File: config.mk
export PLATFORM = sky130hd
export DESIGN_NAME = xor_base64_codec_top
export DESIGN_NICKNAME = d
export VERILOG_FILES = /design/src/rtl/xbc_pkg.sv /design/src/rtl/xbc_core.sv /design/src/rtl/xbc_emit.sv /design/src/rtl/xor_base64_codec_top.sv
export SDC_FILE = /design/constraint.sdc
export NUM_CORES = 1
export LEC_CHECK = 0
export BUFFER_PORTS_ARGS = -buffer_cell sky130_fd_sc_hd__buf_2
export CORE_MARGIN = 4
export CORE_UTILIZATION = 58
export DETAILED_ROUTE_END_ITERATION = 8
export PLACE_DENSITY = 0.82
export SYNTH_ARGS = -nofsm -noshare
export SYNTH_HDL_FRONTEND = slang
export SYNTH_SLANG_ARGS = --single-unit
File: constraint.sdc
create_clock -name clk -period 4.6 [get_ports clk]
set_input_delay 0.46 -clock clk [delete_from_list [all_inputs] [get_ports clk]]
set_output_delay 0.46 -clock clk [all_outputs]
set_load 0.01 [all_outputs]
File: src/rtl/xbc_pkg.sv
// XOR/Base64 codec package: register indexes, result types and alphabet functions.
// Used by every module of the codec; depends on nothing.
`default_nettype none
package xbc_pkg;

  localparam int KEY_BYTES = 8;
  localparam logic [3:0] KEY_LEN_MAX = 4'(KEY_BYTES);

  localparam logic MODE_ENC = 1'b0;
  localparam logic MODE_DEC = 1'b1;

  localparam int ADDR_W = 5;
  localparam logic [1:0] REG_MODE    = 2'd0;
  localparam logic [1:0] REG_XOR_KEY = 2'd1;
  localparam logic [1:0] REG_KEY_LEN = 2'd2;

  localparam logic [7:0] INVALID_VAL = 8'hFF;
  localparam logic [7:0] PAD_CHAR    = 8'h3D;  // '='
  localparam int MAX_RES = 4;

  typedef struct packed {
    logic [7:0] data;
    logic       empty;
    logic       last;
    logic       bad;
  } res_t;

  typedef struct packed {
    res_t [MAX_RES-1:0] item;
    logic [2:0]         cnt;
  } batch_t;

  function automatic logic [7:0] b64_char(input logic [5:0] six);
    logic [7:0] s;
    s = {2'b00, six};
    if (s < 8'd26)      return 8'h41 + s;           // 'A'..'Z'
    else if (s < 8'd52) return 8'h61 + s - 8'd26;   // 'a'..'z'
    else if (s < 8'd62) return 8'h30 + s - 8'd52;   // '0'..'9'
    else if (s == 8'd62) return 8'h2B;              // '+'
    else                return 8'h2F;               // '/'
  endfunction

  function automatic logic [7:0] b64_value(input logic [7:0] ch);
    if (ch inside {[8'h41:8'h5A]})      return ch - 8'h41;
    else if (ch inside {[8'h61:8'h7A]}) return ch - 8'h61 + 8'd26;
    else if (ch inside {[8'h30:8'h39]}) return ch - 8'h30 + 8'd52;
    else if (ch == 8'h2B)               return 8'd62;
    else if (ch == 8'h2F)               return 8'd63;
    else                                return INVALID_VAL;
  endfunction

endpackage
`default_nettype wire

File: src/rtl/xbc_core.sv
// XOR/Base64 codec core: stream state and per-item result batch computation.
// Depends on xbc_pkg.
`default_nettype none
module xbc_core (
  input  wire logic                       clk,
  input  wire logic                       rst_n,
  input  wire logic                       clear,
  input  wire logic                       mode,
  input  wire logic [63:0]                xor_key,
  input  wire logic [3:0]                 key_len,
  input  wire logic                       fire,
  input  wire logic [7:0]                 item_byte,
  input  wire logic                       item_last,
  output xbc_pkg::batch_t                 batch
);
  import xbc_pkg::*;

  localparam logic [1:0] PH_0 = 2'd0;
  localparam logic [1:0] PH_1 = 2'd1;
  localparam logic [1:0] PH_2 = 2'd2;
  localparam logic [1:0] PH_3 = 2'd3;

  logic [1:0] phase_r, phase_nxt;
  logic [7:0] carry_r, carry_nxt;
  logic [2:0] kidx_r, kidx_nxt;
  logic       pad_r, pad_nxt;

  logic [3:0] len;
  logic [2:0] idx;
  logic [3:0] idx_inc;
  logic [2:0] idx_adv;
  logic [7:0] kb;
  logic [7:0] x;
  logic [7:0] v;
  logic [7:0] dec_b;
  logic       prev_bad;
  logic       cur_bad;
  logic [2:0] n;
  logic [1:0] lidx;
  batch_t     b;

  always_comb begin
    len = key_len;
    if (len == 4'd0) begin
      len = 4'd1;
    end else if (len > KEY_LEN_MAX) begin
      len = KEY_LEN_MAX;
    end
    idx     = ({1'b0, kidx_r} >= len) ? 3'd0 : kidx_r;
    kb      = xor_key[{idx, 3'b000} +: 8];
    idx_inc = {1'b0, idx} + 4'd1;
    idx_adv = (idx_inc >= len) ? 3'd0 : idx_inc[2:0];
    x       = item_byte ^ kb;
    v       = b64_value(item_byte);
    prev_bad = (carry_r == INVALID_VAL);
    cur_bad  = 1'b0;
    dec_b    = 8'd0;

    phase_nxt = phase_r;
    carry_nxt = carry_r;
    kidx_nxt  = kidx_r;
    pad_nxt   = pad_r;
    b         = '0;
    n         = 3'd0;

    if (mode == MODE_ENC) begin
      kidx_nxt = idx_adv;
      case (phase_r)
        PH_0: begin
          b.item[0].data = b64_char(x[7:2]);
          carry_nxt      = {2'b00, x[1:0], 4'b0000};
          phase_nxt      = PH_1;
          n              = 3'd1;
        end
        PH_1: begin
          b.item[0].data = b64_char(carry_r[5:0] | {2'b00, x[7:4]});
          carry_nxt      = {2'b00, x[3:0], 2'b00};
          phase_nxt      = PH_2;
          n              = 3'd1;
        end
        default: begin
          b.item[0].data = b64_char(carry_r[5:0] | {4'b0000, x[7:6]});
          b.item[1].data = b64_char(x[5:0]);
          carry_nxt      = 8'd0;
          phase_nxt      = PH_0;
          n              = 3'd2;
        end
      endcase
      // flush the partial group with padding
      if (item_last && phase_nxt == PH_1) begin
        b.item[1].data = b64_char(carry_nxt[5:0]);
        b.item[2].data = PAD_CHAR;
        b.item[3].data = PAD_CHAR;
        n              = 3'd4;
      end else if (item_last && phase_nxt == PH_2) begin
        b.item[1].data = b64_char(carry_nxt[5:0]);
        b.item[2].data = PAD_CHAR;
        n              = 3'd3;
      end
    end else begin
      if (!pad_r) begin
        cur_bad = (v == INVALID_VAL);
        case (phase_r)
          PH_0: begin
            carry_nxt = v;
            phase_nxt = PH_1;
          end
          PH_1: begin
            dec_b     = {carry_r[5:0], v[5:4]};
            b.item[0].data = dec_b ^ kb;
            b.item[0].bad  = cur_bad | prev_bad;
            kidx_nxt  = idx_adv;
            carry_nxt = v;
            phase_nxt = PH_2;
            n         = 3'd1;
          end
          default: begin
            if (item_byte == PAD_CHAR) begin
              pad_nxt = 1'b1;
              cur_bad = 1'b0;
            end else begin
              if (phase_r == PH_2) begin
                dec_b     = {carry_r[3:0], v[5:2]};
                carry_nxt = v;
                phase_nxt = PH_3;
              end else begin
                dec_b     = {carry_r[1:0], 6'b000000} | v;
                carry_nxt = 8'd0;
                phase_nxt = PH_0;
              end
              b.item[0].data = dec_b ^ kb;
              b.item[0].bad  = cur_bad | prev_bad;
              kidx_nxt       = idx_adv;
              n              = 3'd1;
            end
          end
        endcase
      end
      if (item_last && n == 3'd0) begin
        b.item[0].empty = 1'b1;
        b.item[0].bad   = cur_bad;
        n               = 3'd1;
      end
    end

    lidx = 2'(n - 3'd1);
    if (item_last) begin
      b.item[lidx].last = 1'b1;
      phase_nxt = PH_0;
      carry_nxt = 8'd0;
      kidx_nxt  = 3'd0;
      pad_nxt   = 1'b0;
    end
    b.cnt = n;
    batch = b;
  end

  always_ff @(posedge clk) begin
    if (!rst_n || clear) begin
      phase_r <= PH_0;
      carry_r <= 8'd0;
      kidx_r  <= 3'd0;
      pad_r   <= 1'b0;
    end else if (fire) begin
      phase_r <= phase_nxt;
      carry_r <= carry_nxt;
      kidx_r  <= kidx_nxt;
      pad_r   <= pad_nxt;
    end
  end

endmodule
`default_nettype wire

File: src/rtl/xbc_emit.sv
// XOR/Base64 codec queue: holds one batch, sends one result a cycle if out_ready is set.
// Depends on xbc_pkg.
`default_nettype none
module xbc_emit (
  input  wire logic            clk,
  input  wire logic            rst_n,
  input  wire logic            load,
  input  xbc_pkg::batch_t      batch,
  output logic                 free,
  output logic                 out_valid,
  input  wire logic            out_ready,
  output xbc_pkg::res_t        out_res
);
  import xbc_pkg::*;

  res_t [MAX_RES-1:0] item_r, item_nxt;
  logic [2:0]         cnt_r, cnt_nxt;
  logic               pop;

  assign out_valid = (cnt_r != 3'd0);
  assign out_res   = item_r[0];
  assign pop       = out_valid && out_ready;
  // room for a new batch once the last queued result leaves this cycle
  assign free      = (cnt_r == 3'd0) || (cnt_r == 3'd1 && out_ready);

  always_comb begin
    item_nxt = item_r;
    cnt_nxt  = cnt_r;
    if (load) begin
      item_nxt = batch.item;
      cnt_nxt  = batch.cnt;
    end else if (pop) begin
      for (int i = 0; i < MAX_RES - 1; i++) begin
        item_nxt[i] = item_r[i+1];
      end
      cnt_nxt = cnt_r - 3'd1;
    end
  end

  always_ff @(posedge clk) begin
    item_r <= item_nxt;
    if (!rst_n) begin
      cnt_r <= 3'd0;
    end else begin
      cnt_r <= cnt_nxt;
    end
  end

endmodule
`default_nettype wire

File: src/rtl/xor_base64_codec_top.sv
// XOR/Base64 codec top level: register port, input register, core and result queue.
// Depends on xbc_pkg, xbc_core and xbc_emit.
//
//   channel  | direction | handshake                  | payload
//   in_      | slave     | in_tvalid / in_tready      | in_tdata = in_byte, in_tlast
//   out_     | master    | out_tvalid / out_tready    | out_tdata = out_byte, out_tlast,
//            |           |                            | out_tuser = {bad_char, out_empty}
//   cfg_     | APB slave | psel, penable, pready = 1  | mode @0x00, xor_key @0x08, key_length @0x10
//
// An accepted item waits in the input register until the queue is free; the core then turns it
// combinationally into a batch of up to four results, and the result queue sends one per cycle
// while out_tready is high. A new item enters every cycle while each item yields at most one
// result and out_ does not stall; encoding sends four characters for every three bytes, and a
// closing byte with padding yields up to four results, which hold the input until they drain.
// Reset is synchronous and active low; it empties both stages and clears the stream state.
// A stall on out_ holds the queue, which in turn holds the input register and in_tready.
`default_nettype none
module xor_base64_codec_top (
  input  wire logic                        clk,
  input  wire logic                        rst_n,
  input  wire logic                        in_tvalid,
  output logic                             in_tready,
  input  wire logic [7:0]                  in_tdata,   // [7:0] in_byte
  input  wire logic                        in_tlast,
  output logic                             out_tvalid,
  input  wire logic                        out_tready,
  output logic [7:0]                       out_tdata,  // [7:0] out_byte
  output logic [1:0]                       out_tuser,  // [0] out_empty, [1] bad_char
  output logic                             out_tlast,
  input  wire logic                        cfg_psel,
  input  wire logic                        cfg_penable,
  input  wire logic                        cfg_pwrite,
  input  wire logic [xbc_pkg::ADDR_W-1:0]  cfg_paddr,
  input  wire logic [63:0]                 cfg_pwdata,
  output logic [63:0]                      cfg_prdata,
  output logic                             cfg_pready
);
  import xbc_pkg::*;

  logic        mode_r;
  logic [63:0] key_r;
  logic [3:0]  klen_r;
  logic [1:0]  reg_idx;
  logic        cfg_wr;

  logic        in_valid_r;
  logic [7:0]  in_byte_r;
  logic        in_last_r;
  logic        load;
  logic        free;
  batch_t      batch;
  res_t        out_res;

  assign cfg_pready = 1'b1;
  assign reg_idx    = cfg_paddr[ADDR_W-1:ADDR_W-2];
  assign cfg_wr     = cfg_psel && cfg_penable && cfg_pwrite && cfg_pready;

  always_ff @(posedge clk) begin
    if (!rst_n) begin
      mode_r <= MODE_ENC;
      key_r  <= 64'd0;
      klen_r <= 4'd1;
    end else if (cfg_wr) begin
      case (reg_idx)
        REG_MODE:    mode_r <= cfg_pwdata[0];
        REG_XOR_KEY: key_r  <= cfg_pwdata;
        REG_KEY_LEN: klen_r <= cfg_pwdata[3:0];
        default:     ;
      endcase
    end
  end

  always_comb begin
    case (reg_idx)
      REG_MODE:    cfg_prdata = {63'd0, mode_r};
      REG_XOR_KEY: cfg_prdata = key_r;
      REG_KEY_LEN: cfg_prdata = {60'd0, klen_r};
      default:     cfg_prdata = 64'd0;
    endcase
  end

  // hand the registered item to the core once the queue can take its batch
  assign load      = in_valid_r && free;
  assign in_tready = !in_valid_r || load;

  always_ff @(posedge clk) begin
    if (in_tvalid && in_tready) begin
      in_byte_r <= in_tdata;
      in_last_r <= in_tlast;
    end
    if (!rst_n) begin
      in_valid_r <= 1'b0;
    end else if (in_tready) begin
      in_valid_r <= in_tvalid;
    end
  end

  xbc_core u_core (
    .clk       (clk),
    .rst_n     (rst_n),
    .clear     (cfg_wr && reg_idx == REG_MODE),
    .mode      (mode_r),
    .xor_key   (key_r),
    .key_len   (klen_r),
    .fire      (load),
    .item_byte (in_byte_r),
    .item_last (in_last_r),
    .batch     (batch)
  );

  xbc_emit u_emit (
    .clk       (clk),
    .rst_n     (rst_n),
    .load      (load),
    .batch     (batch),
    .free      (free),
    .out_valid (out_tvalid),
    .out_ready (out_tready),
    .out_res   (out_res)
  );

  assign out_tdata = out_res.data;
  assign out_tuser = {out_res.bad, out_res.empty};
  assign out_tlast = out_res.last;

endmodule
`default_nettype wire

* Word-level counts from Yosys, hierarchy flattened
Index checks and enable logic that the tools add are counted.
Cells by class: add/subtract/negate cells 33, bitwise gates (word level) 7, magnitude comparators 26, equal/unequal tests 22, multiplexer cells 102, reductions and logical operators 35, shift-type cells 1
Operators with widths (count):
- $mux 8 | 42
- $pmux 64 s3 | 1
- $add 7x6->8 const A | 10
- $mux 33 | 2
- $shiftx 64x7->8 | 1
- $lt 6x6->1 const B | 10
- $mux 3 | 18
- $sub 8x6->8 const B | 6
- $bwmux 44 | 1
- $mux 44 | 1
- $sub 8x5->8 const B | 5
- $add 6x6->7 const A | 5
- $pmux 8 s2 | 2
- $eq 6x6->1 const B | 5
- $lt 6x5->1 const B | 5
- $eq 8x6->1 const B | 3
- $xor 8x8->8 | 3
- $demux 11 s2 | 1
- $mux 2 | 9
- $eq 8x8->1 const B | 2
- $ge 8x7->1 const B | 2
- $le 8x7->1 const B | 2
- $sub 8x7->8 const B | 2
- $mux 1 | 15
- other kinds (40) | 73
Word-level totals: output and inout port bits 78, word-level logic and storage cells 253, flip-flop bits (word level) 140, input bits 85

* Longest topological paths before layout
depth after elaboration 20, gate-level depth with buffers 20

* Modules after synthesis
Synthesis repeated with hierarchy kept, for this count alone.
Unflattened totals: cell total of the unflattened synthesis 1191, area, all modules 10314.9 sq um
By module, submodules not included:
- xbc_core | instances 1, cells each 680, area an instance 4644.5 sq um, sequential area each 280.3 sq um
- xor_base64_codec_top | instances 1, cells each 391, area an instance 3617.2 sq um, sequential area each 1671.6 sq um
- xbc_emit | instances 1, cells each 120, area an instance 2053.2 sq um, sequential area each 1381.3 sq um

* Worst setup path after synthesis
Ideal clock, no wire load.
path kind register to register, start point reg u_core.kidx_r[0], end point reg u_emit.item_r (netlist bit u_emit.out_res[7]) (data pin), cell stages (with the launch flop) 20, path slack 530 ps, library setup time 261 ps, buffers on the path 5, arrival time 3810 ps, data required time 4339 ps, cell sequence dfxtp_1 buf_6 buf_8 inv_1 ha_1 nor3b_4 o31a_1 buf_6 nand2_4 o32ai_4 xnor2_4 inv_4 buf_2 ha_1 clkbuf_1 a31oi_1 a32oi_1 a32oi_1 o211ai_1 a221o_1
RTL lines:
- start, declared | line xbc_core.sv:25 | logic [2:0] kidx_r, kidx_nxt;
- start signal, assigned | line xbc_core.sv:167 | kidx_r <= kidx_nxt;
- end signal, assigned | line xbc_emit.sv:41 | item_r <= item_nxt;
- end, declared | line xbc_emit.sv:16 | res_t [MAX_RES-1:0] item_r, item_nxt;

==> flow_summary.rst <==
.. list-table::
   :header-rows: 1

   * - Metric
     - Value
   * - Fraction of layout instances using a drive strength above 1
     - 0.2164
   * - Worst-skew pair later-pin latency
     - roughly 430 ps
   * - Post-route fraction of the period consumed by the critical path
     - 0.9352
   * - Post-route clock skew
     - between 8 and 9 ps
   * - Post-synthesis share of cell area spent on xor and xnor gates
     - 0.03822
   * - Final Hold Vio Count
     - 0
   * - Count of hold-fix buffers inserted at cts
     - 0
   * - Fin area
     - around 11000 sq um
   * - Cell area reported after detailed placement
     - about 10000 sq um
   * - Maximum clock insertion buffer count
     - 2
   * - Number of different library cells in the post-synthesis netlist
     - 98
   * - Routed via count divided by cell count
     - about 6.2
   * - Largest family of logic cells by synthesized area
     - compound AO/OA/AOI/OAI gates
   * - Total number of clock tree sinks
     - 120
   * - Number of synthesized flops with an enable pin
     - 33
   * - Leakage
     - between 4 and 5 nW
   * - CTS Root Cell
     - clkbuf_16
   * - Most used flip-flop cell after synthesis
     - dfxtp_1
   * - Final HPWL DP
     - between 20000 and 25000 microns
   * - Wire length reported by the detailed router
     - 29200 microns
   * - Headroom to the max-slew limit
     - 0.2515
   * - Resize count post-CTS
     - 0
   * - Slowest stage cell on the critical path
     - o32ai_4
   * - Maximum frequency from static timing analysis
     - ~230 MHz
   * - Minimum clock period
     - 4302 ps
   * - TritonCTS clock tree
     - yes
   * - Crit Path Category
     - flip-flop to flip-flop
   * - Most common cell after layout, fill and taps aside
     - nand2_1
   * - Ports placed on the boundary
     - ~160
   * - Mapped Cells
     - between 1000 and 1500
   * - Share of synthesized cell area in full adder, half adder and majority cells
     - 0.06211
   * - TNS Setup
     - 0 ps
   * - Gpl congestion
     - just under 1
   * - Cts bufs inserted
     - 17
   * - Outcome
     - finished, violations left
   * - Peak VDD IR
     - around 0.34 mV
   * - CP max FO
     - 18
   * - Share of synthesized registers carrying an async set or reset
     - 0
   * - Crit path buffers/inverters
     - 2
   * - Critical-path cell list
     - nor2_1, nor2_1, nor2_1, ha_1, nor3b_4, o311a_2, a221oi_2, o32ai_4, xnor2_4, inv_4, a22o_1, inv_1, ha_1, a21oi_4, nand2b_1, a21oi_1, a221o_1
   * - X dimension of the die
     - 135.5 microns
   * - Power density over cell area
     - 370.3 nW/um^2
   * - Relative area change from synthesis to final layout
     - 14.70%
   * - Category of cells accounting for the largest share of critical-path delay
     - compound AO/OA/AOI/OAI gates
   * - Residual DRC
     - 2
   * - Post-synth design cell area
     - 9428 sq um
   * - # H-tree levels
     - 4
   * - Final Util
     - 0.6808
   * - Post-synthesis sequential area ratio
     - 0.2898
   * - Num rows
     - 46
   * - Total Routing Usage GR
     - 0.3183
   * - Initial antenna violation count
     - 1
   * - Worst hold margin
     - between 200 and 250 ps
   * - Setup repair bufs after CTS
     - 0
   * - Global-route wire length before repair
     - 46560 microns
   * - Delay contributed by the slowest stage of the critical path
     - around 440 ps
   * - DR WL/cell
     - ~19 microns
   * - Share of synthesized area spent on multiplexers
     - 0.04711
   * - Most frequent cell on the critical path
     - nor2_1
   * - Fill cells
     - between 1000 and 1500
   * - Data arrival time of the critical path
     - 4480 ps
   * - Yosys reg bits
     - 120
   * - Unrepaired setup endpoints after global routing
     - no
   * - Count of vias placed by the detailed router
     - between 9000 and 10000
   * - Data required time of the critical path
     - about 4800 ps
   * - Initial DRC count
     - between 1000 and 1500
   * - Max-slew violation count
     - 0
   * - Total grt overflow
     - 0
   * - Pin slew with the least headroom to its limit
     - ~1100 ps
   * - Vertical die dimension
     - 135.5 microns
   * - Post-layout net count
     - 1412
   * - Failing checks
     - design-rule violations
   * - Average instance area after synthesis
     - 8.079 sq um
   * - Syn nets
     - approximately 1300
   * - Floorplan die area
     - 18360 sq um
   * - Maximum number of pins on one net before global-route repair
     - between 60 and 70
   * - Number of setup violations in the final report
     - 0
   * - Number of iterations in the first detailed-routing pass
     - 8
   * - YS warnings
     - 0
   * - Worst hold path class
     - input port to flip-flop
   * - Sort of element at the start of the critical path
     - flip-flop
   * - Via count of the first global-routing pass
     - slightly below 9000
   * - Antenna-violating nets left
     - 0
   * - Critical path capture point type
     - flip-flop
   * - Placeable core area
     - between 15000 and 20000 sq um
   * - Max-Cap Viols
     - 0
   * - Area share of and/or/nand/nor cells after synthesis
     - 0.2288
   * - Number of input and output port buffers inserted
     - 158
   * - Most used cells in the layout excluding fill and tap cells
     - 197 x nand2_1, 158 x buf_2, 108 x a21oi_1
   * - Complex-gate fraction of the synthesized area
     - 0.2614
   * - Initial Util
     - 0.5935
   * - Register clock-pin slew on the reported worst setup and hold paths
     - roughly 60 ps
-- power breakdown --
| group | internal [W] | total (W) | switching, W |
|---|---|---|---|
| Combinational | 0.000469 | 0.00131 | 0.000842 |
| Clock | 0.000791 | 0.00131 | 0.000521 |
| Sequential | 0.00128 | 0.00138 | 0.000106 |
-- kinds of logic (layout without fill, tap and decap cells) --
| logic type | Yosys count | count (layout) |
|---|---|---|
| AND/OR/NAND/NOR | 457 | 457 |
| AO/OA/AOI/OAI | 330 | 330 |
| buffers and inverters | 146 | 273 |
| flip-flops | 120 | 120 |
| adder cells (fa/ha/maj) | 47 | 47 |
| multiplexers | 36 | 36 |
| XOR/XNOR | 30 | 30 |
| other | 1 | 2 |
-- state kept, by name, indices dropped and copies added (netlist names) --
name / cells
u_emit.cnt_r: 3
mode_r: 1
u_core.phase_r: 2
in_valid_r: 1
u_emit.item_r: 13
in_byte_r: 8
klen_r: 4
u_core.pad_r: 1
u_core.carry_r: 8
u_emit.out_res: 11
key_r: 64
in_last_r: 1
u_core.kidx_r: 3
-- final timing paths --
path | start | to | slack (ps) | depth (start not counted)
max | klen_r[1] | u_emit.item_r[19] | 300 | 17
min | in_tdata[7] | in_byte_r[7] | 210 | 1
max reg2reg | klen_r[1] | u_emit.item_r[19] | 300 | 17
min reg2reg | key_r[50] | key_r[50] | 460 | 2
-- per-layer routing --
metal	vias up	track usage	wire [microns]
met5	-	0	0
met4	0	0.1120	952
met3	95	0.05906	2900
met2	543	0.4912	13140
met1	4380	0.4481	12210
li1	4410	-	-
-- cells in the mapped netlist, types with 12 or more instances --
master	number	area share
nor2b_1	16	0.011
mux2i_1	23	0.024
dfxtp_1	87	0.18
o211ai_1	15	0.012
nand3_1	27	0.014
o21ai_0	39	0.021
a211oi_1	12	0.0096
nand2b_1	12	0.0080
xnor2_1	18	0.017
inv_1	53	0.021
and2_1	64	0.042
ha_1	46	0.061
clkbuf_1	60	0.024
nor3_1	20	0.011
edfxtp_1	33	0.11
nor2_1	83	0.033
nand2_1	197	0.078
a21oi_1	108	0.057
-- layout make-up --
type / count / area, sq um / area share
multi-input combinational: 901 / 6033 / 0.5579
sequential: 120 / 2733 / 0.2527
timing repair buffer: 182 / 970.9 / 0.08978
clock buffer: 19 / 464.2 / 0.04292
tap: 216 / 270.3 / 0.02499
inverter: 59 / 224.0 / 0.02071
clock inverter: 13 / 116.4 / 0.01076
antenna: 1 / 2.502 / 0.0002314
-- through the flow --
stage	std cells	setup WS, ps	total power [W]
after detailed placement	1478	253.8	0.002671
after global placement	1478	340.5	0.002652
after floorplan	1167	529.7	0.002321
after global routing	1511	32.03	0.004191
final	1511	298.3	0.004005
after CTS	1510	240.0	0.003975
Power figures use the tool's default switching activity.
